--- config.mk ---
export PLATFORM = sky130hd
export DESIGN_NAME = first_fit_heap_allocator
export DESIGN_NICKNAME = d
export VERILOG_FILES = /design/src/ffha_pkg.sv /design/src/first_fit_heap_allocator.sv /design/src/ffha_ram.sv
export SDC_FILE = /design/constraint.sdc
export NUM_CORES = 2
export LEC_CHECK = 0
export BUFFER_PORTS_ARGS = -buffer_cell sky130_fd_sc_hd__buf_2
export CAP_MARGIN = 20
export CORE_MARGIN = 4
export CORE_UTILIZATION = 31
export DETAILED_ROUTE_END_ITERATION = 10
export GPL_TIMING_DRIVEN = 0
export SETUP_SLACK_MARGIN = 0.2
export SLEW_MARGIN = 10
export SYNTH_ARGS = -nofsm -noshare
export SYNTH_HDL_FRONTEND = slang
export SYNTH_SLANG_ARGS = --single-unit
--- constraint.sdc ---
create_clock -name clk -period 9.2 [get_ports clk]
set_input_delay 0.92 -clock clk [delete_from_list [all_inputs] [get_ports clk]]
set_output_delay 0.92 -clock clk [all_outputs]
set_load 0.02 [all_outputs]
--- src/ffha_pkg.sv ---
package ffha_pkg;

  localparam logic [1:0] ST_OK   = 2'd0;
  localparam logic [1:0] ST_FAIL = 2'd1;
  localparam logic [1:0] ST_FULL = 2'd2;

  localparam logic OP_ALLOC = 1'b0;
  localparam logic OP_FREE  = 1'b1;

  localparam int unsigned SIZE_LIMIT = 1020;

endpackage

--- src/first_fit_heap_allocator.sv ---
// steps: each free-table entry scanned or shifted passes a read, a wait and a check
//   or write state; the table ram has one read port and one write port
// throughput: one item at a time; busy is high from start until the result strobe
// reset: synchronous, clears the entry count and sets clean region and free bytes
//   to the heap size; the table ram needs no clearing pass
// the receiver cannot stall: the result is valid for the one cycle done is high
module first_fit_heap_allocator #(
  parameter int unsigned HEAP_BYTES      = 4096,
  parameter int unsigned MAX_FREE_BLOCKS = 64,
  parameter int unsigned MIN_CHUNK       = 8
) (
  input  logic        clk,
  input  logic        rst,
  input  logic        start,
  output logic        busy,
  input  logic        opcode,
  input  logic [9:0]  req_size,
  input  logic [11:0] chunk_addr,
  input  logic [12:0] chunk_size,
  output logic        done,
  output logic [1:0]  status,
  output logic [11:0] grant_addr,
  output logic [12:0] grant_size,
  output logic [12:0] avail_bytes
);

  localparam int unsigned AW = $clog2(MAX_FREE_BLOCKS);
  localparam int unsigned CW = $clog2(MAX_FREE_BLOCKS + 1);
  localparam int unsigned DW = 25;
  localparam logic [13:0] HEAP = 14'(HEAP_BYTES);
  localparam logic [13:0] SPLIT = 14'(2 * MIN_CHUNK);
  localparam logic [CW-1:0] MAXC = CW'(MAX_FREE_BLOCKS);

  typedef enum logic [3:0] {
    S_IDLE, S_ARD, S_AWAIT, S_ACHK, S_FRD, S_FWAIT, S_FCMP, S_FCHK,
    S_DRD, S_DWAIT, S_DWR, S_IRD, S_IWAIT, S_IWR, S_DONE
  } state_t;

  state_t state;
  logic [CW-1:0] count, idx, last;
  logic [13:0] clean_ptr, clean_left, bytes_free;
  logic [13:0] need, a_addr, a_len;
  logic [11:0] prev_s;
  logic [13:0] prev_l;
  logic has_prev;
  logic [11:0] hold_s;
  logic [12:0] hold_l;

  logic we;
  logic [AW-1:0] waddr, raddr;
  logic [DW-1:0] wdata, rdata;
  logic [11:0] r_s;
  logic [13:0] r_l;

  ffha_ram #(.WIDTH(DW), .DEPTH(MAX_FREE_BLOCKS)) u_ram (
    .clk(clk), .we(we), .waddr(waddr), .wdata(wdata), .raddr(raddr), .rdata(rdata)
  );

  assign r_s = rdata[24:13];
  assign r_l = {1'b0, rdata[12:0]};
  assign busy = state != S_IDLE;

  function automatic logic [13:0] sat(input logic [13:0] a, input logic [13:0] b);
    logic [14:0] s;
    s = {1'b0, a} + {1'b0, b};
    return (s > {1'b0, HEAP}) ? HEAP : s[13:0];
  endfunction

  logic [13:0] req_c;
  always_comb begin
    req_c = (14'(req_size) < 14'(MIN_CHUNK)) ? 14'(MIN_CHUNK) : 14'(req_size);
    req_c = (req_c + 14'd3) & ~14'd3;
  end

  logic [13:0] prev_end, f_end;
  assign prev_end = 14'(prev_s) + prev_l;
  assign f_end = a_addr + a_len;

  always_ff @(posedge clk) begin
    we <= 1'b0;
    done <= 1'b0;
    if (rst) begin
      state <= S_IDLE;
      count <= '0;
      clean_ptr <= '0;
      clean_left <= HEAP;
      bytes_free <= HEAP;
    end else begin
      unique case (state)
        S_IDLE: begin
          if (start) begin
            idx <= '0;
            has_prev <= 1'b0;
            grant_addr <= '0;
            grant_size <= '0;
            status <= ffha_pkg::ST_OK;
            need <= req_c;
            a_addr <= 14'(chunk_addr);
            a_len <= 14'(chunk_size);
            if (opcode == ffha_pkg::OP_ALLOC) begin
              if (14'(req_size) > 14'(ffha_pkg::SIZE_LIMIT)) begin
                status <= ffha_pkg::ST_FAIL;
                state <= S_DONE;
              end else begin
                state <= S_ARD;
              end
            end else if (chunk_size == '0 ||
                         15'(chunk_addr) + 15'(chunk_size) > 15'(HEAP_BYTES)) begin
              status <= ffha_pkg::ST_FAIL;
              state <= S_DONE;
            end else begin
              state <= S_FRD;
            end
          end
        end
        S_ARD: begin
          if (idx < count) begin
            raddr <= idx[AW-1:0];
            state <= S_AWAIT;
          end else if (clean_left >= need) begin
            grant_addr <= clean_ptr[11:0];
            grant_size <= need[12:0];
            clean_ptr <= clean_ptr + need;
            clean_left <= clean_left - need;
            bytes_free <= (bytes_free > need) ? bytes_free - need : '0;
            state <= S_DONE;
          end else begin
            status <= ffha_pkg::ST_FAIL;
            state <= S_DONE;
          end
        end
        S_AWAIT: state <= S_ACHK;
        S_ACHK: begin
          if (r_l >= need) begin
            grant_addr <= r_s;
            if (r_l >= need + SPLIT) begin
              grant_size <= need[12:0];
              bytes_free <= (bytes_free > need) ? bytes_free - need : '0;
              we <= 1'b1;
              waddr <= idx[AW-1:0];
              wdata <= {r_s + need[11:0], 13'(r_l - need)};
              state <= S_DONE;
            end else begin
              grant_size <= r_l[12:0];
              bytes_free <= (bytes_free > r_l) ? bytes_free - r_l : '0;
              last <= count - 1'b1;
              count <= count - 1'b1;
              state <= S_DRD;
            end
          end else begin
            idx <= idx + 1'b1;
            state <= S_ARD;
          end
        end
        S_FRD: begin
          if (idx < count) begin
            raddr <= idx[AW-1:0];
            state <= S_FWAIT;
          end else begin
            state <= S_FCHK;
          end
        end
        S_FWAIT: state <= S_FCMP;
        S_FCMP: begin
          if (14'(r_s) < a_addr) begin
            prev_s <= r_s;
            prev_l <= r_l;
            has_prev <= 1'b1;
            idx <= idx + 1'b1;
            state <= S_FRD;
          end else begin
            state <= S_FCHK;
          end
        end
        S_FCHK: begin
          // idx = insertion point p; rdata holds entry p when idx < count
          if (has_prev && prev_end == a_addr) begin
            if (idx < count && 14'(sat(prev_l, a_len)) + 14'(prev_s) == 14'(r_s)) begin
              we <= 1'b1;
              waddr <= AW'(idx - 1'b1);
              wdata <= {prev_s, 13'(sat(sat(prev_l, a_len), r_l))};
              last <= count - 1'b1;
              count <= count - 1'b1;
              state <= S_DRD;
            end else begin
              we <= 1'b1;
              waddr <= AW'(idx - 1'b1);
              wdata <= {prev_s, 13'(sat(prev_l, a_len))};
              state <= S_DONE;
            end
            bytes_free <= sat(bytes_free, a_len);
          end else if (idx < count && f_end == 14'(r_s)) begin
            we <= 1'b1;
            waddr <= idx[AW-1:0];
            wdata <= {a_addr[11:0], 13'(sat(r_l, a_len))};
            bytes_free <= sat(bytes_free, a_len);
            state <= S_DONE;
          end else if (count >= MAXC) begin
            status <= ffha_pkg::ST_FULL;
            state <= S_DONE;
          end else begin
            bytes_free <= sat(bytes_free, a_len);
            hold_s <= a_addr[11:0];
            hold_l <= a_len[12:0];
            count <= count + 1'b1;
            state <= S_IRD;
          end
        end
        // shift entries idx+1..last down by one
        S_DRD: begin
          if (idx < last) begin
            raddr <= AW'(idx + 1'b1);
            state <= S_DWAIT;
          end else begin
            state <= S_DONE;
          end
        end
        S_DWAIT: state <= S_DWR;
        S_DWR: begin
          we <= 1'b1;
          waddr <= idx[AW-1:0];
          wdata <= rdata;
          idx <= idx + 1'b1;
          state <= S_DRD;
        end
        // insert by rippling: read entry idx, write held value, hold old
        S_IRD: begin
          if (idx + 1'b1 < count) begin
            raddr <= idx[AW-1:0];
            state <= S_IWAIT;
          end else begin
            we <= 1'b1;
            waddr <= idx[AW-1:0];
            wdata <= {hold_s, hold_l};
            state <= S_DONE;
          end
        end
        S_IWAIT: state <= S_IWR;
        S_IWR: begin
          we <= 1'b1;
          waddr <= idx[AW-1:0];
          wdata <= {hold_s, hold_l};
          hold_s <= r_s;
          hold_l <= r_l[12:0];
          idx <= idx + 1'b1;
          state <= S_IRD;
        end
        S_DONE: begin
          done <= 1'b1;
          avail_bytes <= bytes_free[12:0];
          state <= S_IDLE;
        end
        default: state <= S_IDLE;
      endcase
    end
  end

  assert property (@(posedge clk) disable iff (rst) done |-> !busy)
    else $error("done while busy");
  assert property (@(posedge clk) disable iff (rst) count <= MAXC)
    else $error("free table overflow");
  assert property (@(posedge clk) disable iff (rst) (start && !busy) |=> busy)
    else $error("transfer not taken");
  assert property (@(posedge clk) disable iff (rst) bytes_free <= HEAP)
    else $error("free bytes above heap size");

endmodule

--- src/ffha_ram.sv ---
module ffha_ram #(
  parameter int unsigned WIDTH = 8,
  parameter int unsigned DEPTH = 64
) (
  input  logic                     clk,
  input  logic                     we,
  input  logic [$clog2(DEPTH)-1:0] waddr,
  input  logic [WIDTH-1:0]         wdata,
  input  logic [$clog2(DEPTH)-1:0] raddr,
  output logic [WIDTH-1:0]         rdata
);

  logic [WIDTH-1:0] mem [DEPTH];

  always_ff @(posedge clk) begin
    if (we) begin
      mem[waddr] <= wdata;
    end
    rdata <= mem[raddr];
  end

endmodule
==> summary.md <==
| Metric | Value |
|---|---|
| Status | `complete, no violations` |
| Yosys cell types | `90` |
| Vias in the first global route | `between 40k and 50k` |
| Clock transition at the registers of the reported paths | `around 60 ps` |
| Worst Path Max Fanout | `10` |
| Average wire per standard cell | `27.3 um` |
| CTS H-tree depth | `4` |
| Share of cells above drive strength 1 | `0.232` |
| WS Path Type | `flop to flop` |
| Max-cap viol count | `0` |
| CORE AREA | `257000 um2` |
| Pwr Density | `265 nW/um2` |
| Gate Count Post-Synth | `approximately 4.4k` |
| Pint | `roughly 17 mW` |
| Routed Antenna Nets | `0` |
| Largest net degree at the start of global routing | `33` |
| Tightest Hold Check Type | `input pin to flop` |
| Cell Chain, Critical Path | `ha_1 -> fa_1 -> a211oi_2 -> o21ba_1 -> nor2_1 -> or4b_1 -> or4_4 -> o31ai_4 -> nand2_1 -> nor3_2 -> ha_1 -> clkbuf_1 -> a21o_1 -> a221oi_1 -> nand4_1 -> or3_1 -> nor4_1 -> nand4_1 -> nor4b_2 -> and4_1 -> nand3_1 -> nand2b_1 -> nor2_1 -> o31ai_1` |
| Worst vdd ir | `0.234 mV` |
| R2r setup slk | `530 ps` |
| Reg power frac | `0.412` |
| Drt first pass iters | `6` |
| Clock Tree Root | `clkbuf_16` |
| Min cycle time layout | `just under 9000 ps` |
| Yosys reg bits | `about 1.9k` |
| Die X-Extent | `516 um` |
| DRC viols | `0` |
| Switch Pwr | `approximately 8.1 mW` |
| Post-Syn Area | `79900 um2` |
| Post-Layout Inst Area | `between 90000 and 100000 um2` |
| Global-route wire length before repair | `325 mm` |
| Final setup TNS | `0 ps` |
| Max frequency | `around 120 MHz` |
| Async SR Flop Fraction | `0` |
| EDFF count, synth | `1776` |
| CTS tree | `done` |
| Post-DP Area | `88000 um2` |
| Ports | `81` |
| CTS buffer count | `around 180` |
| DP Worst Slack | `around 410 ps` |
| RSZ-0062 raised after global routing | `false` |
| Die footprint | `approximately 270000 um2` |
| Power share of the clock group | `0.308` |
| Num rows | `~190` |
| Clk sinks | `about 1.9k` |
| Final WS setup | `between 500 and 600 ps` |
| Grt ovf | `0` |
| PortBufs | `80` |
| Tcrit/Tclk final | `0.943` |
| Worst EP required | `9710 ps` |
| Synth-to-Final Area Change | `18.1%` |
| Clk Latency, worst-skew pair | `roughly 830 ps` |
| Crit path launch type | `flop` |
| Post-DP HPWL | `162 mm` |
| Final hold vios | `0` |
| Crit path DAT | `just over 9000 ps` |
| RD Place Congestion | `0.914` |
| Hold WS | `roughly 340 ps` |
| Initial Utilization | `0.311` |
| Detailed-route via count | `44.8k` |
| Bufs on Longest Clock Path | `3` |
| CP max stage delay | `approximately 680 ps` |
| Power, Total | `between 20 and 25 mW` |
| Final Setup Violations | `0` |
| GRT Total Usage | `0.168` |
| Leakage | `30.5 nW` |
| Switching Share | `0.325` |
| Initial antenna violation count | `19` |
| Fillcell total | `approximately 23k` |
| Slew HR | `0.167` |
| Mean Syn Cell Area | `around 18 um2` |
| Die height | `a little over 500 um` |
| Crit path max-delay cell type | `o31ai_1` |
| Synth Flop Type | `edfxtp_1` |
| Slew Limit Fails | `0` |
| Post-CTS setup buffer count | `0` |
| Critical Path Sink Type | `flop` |
| Post-synthesis sequential area ratio | `0.686` |
| DRT Wirelength | `~230 mm` |
| FF/Latch Area | `between 50000 and 60000 um2` |
| Multi-input gate area | `24400 um2` |
| Layout Skew | `around 60 ps` |
| Vias per inst | `5.36` |
| Nets | `a little over 5k` |
| Logic gate share of total power | `0.280` |
| Post-Synthesis Net Count | `around 4.7k` |
| Yosys warnings | `0` |
| Iteration-0 DRC Markers | `around 5.8k` |
| Worst Tran Pin Value | `about 1200 ps` |
[worst paths after layout]
kind	startpoint	endpoint	depth (start not counted)
worst max-delay path	a_len[0]	wdata[2]	24
worst min-delay path	chunk_addr[3]	a_addr[3]	1
worst max register to register	a_len[0]	wdata[2]	24
worst min register to register	clean_left[9]	clean_left[9]	2
[cells by family (layout without fill, tap and decap cells)]
group,after synthesis,after routing,share of synthesized area
other,1,8,0.0000470
DFF,1850,1850,0.686
and+or+nand+nor,685,685,0.0419
muxes,552,552,0.152
xor gates and xnor gates,178,178,0.0197
adders and majority gates,208,208,0.0339
buffers and inverters,314,883,0.0149
AOI/OAI and AO/OA,618,618,0.0514
[routing by layer]
layer	GRT usage	routed length (um)	vias up
met1	0.233	94000	23600
met4	0.0458	6480	4
met2	0.267	107000	2039
met5	0	24	-
met3	0.0376	21300	370
li1	-	-	18900
[cells in the final DEF, fill, tap and decap left out, types with 50 or more instances in the layout]
cell type  instances
xor2_1            50
a21o_1            71
dfxtp_1           74
clkbuf_16        181
mux4_2           525
xnor2_1          127
buf_2             88
nor2_4            62
ha_1             193
nor2_1           142
clkbuf_1         176
a21oi_1          158
inv_1            119
buf_16            65
nor3_1            54
o21ai_0          132
edfxtp_1        1776
nand2_1          162
[cell type report]
| class | count | share of cell area |
|---|---|---|
| flip-flops and latches | 1850 | 0.581 |
| multi-input cells | 2242 | 0.259 |
| clock buffers | 214 | 0.0497 |
| well taps | 3384 | 0.0449 |
| repair buffers | 237 | 0.0368 |
| clock inverters | 118 | 0.0157 |
| plain buffers | 193 | 0.00790 |
| inverters | 121 | 0.00482 |
| diodes | 7 | 0.000186 |
[state kept, by name, indices dropped and copies added (netlist names), 12 cells and up]
name / cells
u_ram.mem: 1600
u_ram.rdata: 25
wdata: 25
bytes_free: 14
a_len: 13
avail_bytes: 13
grant_size: 13
hold_l: 13
prev_l: 13
a_addr: 12
clean_left: 12
grant_addr: 12
hold_s: 12
prev_s: 12
[synth_stat cells, drive strengths merged, types with 6 or more instances]
cell	number	area, um2
xor2	50	438
edfxtp	1776	53300
ha	193	2410
o21a	16	120
o31ai	10	88.8
a221oi	11	103
nor2b	32	200
mux4	525	11800
o211ai	15	118
and2	13	83.8
a211oi	26	205
a21o	71	533
fa	14	280
or2	9	56.3
mux2	18	203
a21oi	160	805
nor3b	15	113
a21boi	12	90.1
and3	18	113
or4	9	71.3
mux2i	9	90.1
a22oi	10	75.1
o21bai	31	233
inv	119	447
or3	14	87.6
buf	45	183
xnor2	127	1110
a222oi	23	230
o21ai	135	676
a22o	18	158
nor4	22	153
nand2b	29	181
nand2	162	608
nor2	205	772
a31oi	16	100
nand3	49	245
a211o	6	52.6
a2111oi	8	70.1
nand4	26	163
nor3	61	305
dfxtp	74	1480
clkbuf	148	556
a31o	8	70.1
[power by group through the flow]
stage                     clock network [mW]  registers (mW)  logic (mW)
after floorplan                            0            10.2        4.27
after global placement                     0            10.6        6.46
after detailed placement                   0            10.4        6.83
after CTS                               7.81            10.2        6.87
after global routing                    8.19            10.3        7.40
final                                   7.70            10.3        6.98
[stage by stage]
step / util / cells
detailed placement: 0.343 / 8019
CTS: 0.367 / 8351
floorplan: - / 4406
finish: 0.367 / 8366
global placement: 0.329 / 7870
global route: 0.367 / 8359
[worst max-delay path: cells and delay by family, from the launching register on]
family	cells	cell delay, ps
adders and majority gates	3	1120
AOI/OAI and AO/OA	6	2200
buffers and inverters	1	200
DFF	1	610
and+or+nand+nor	14	4240
[repair_timing]
action	4_1_cts	5_1_grt
resized for setup	0	1
hold buffers	0	0
endpoints found under the setup margin	0	10
(Power assumes the default switching activity.)
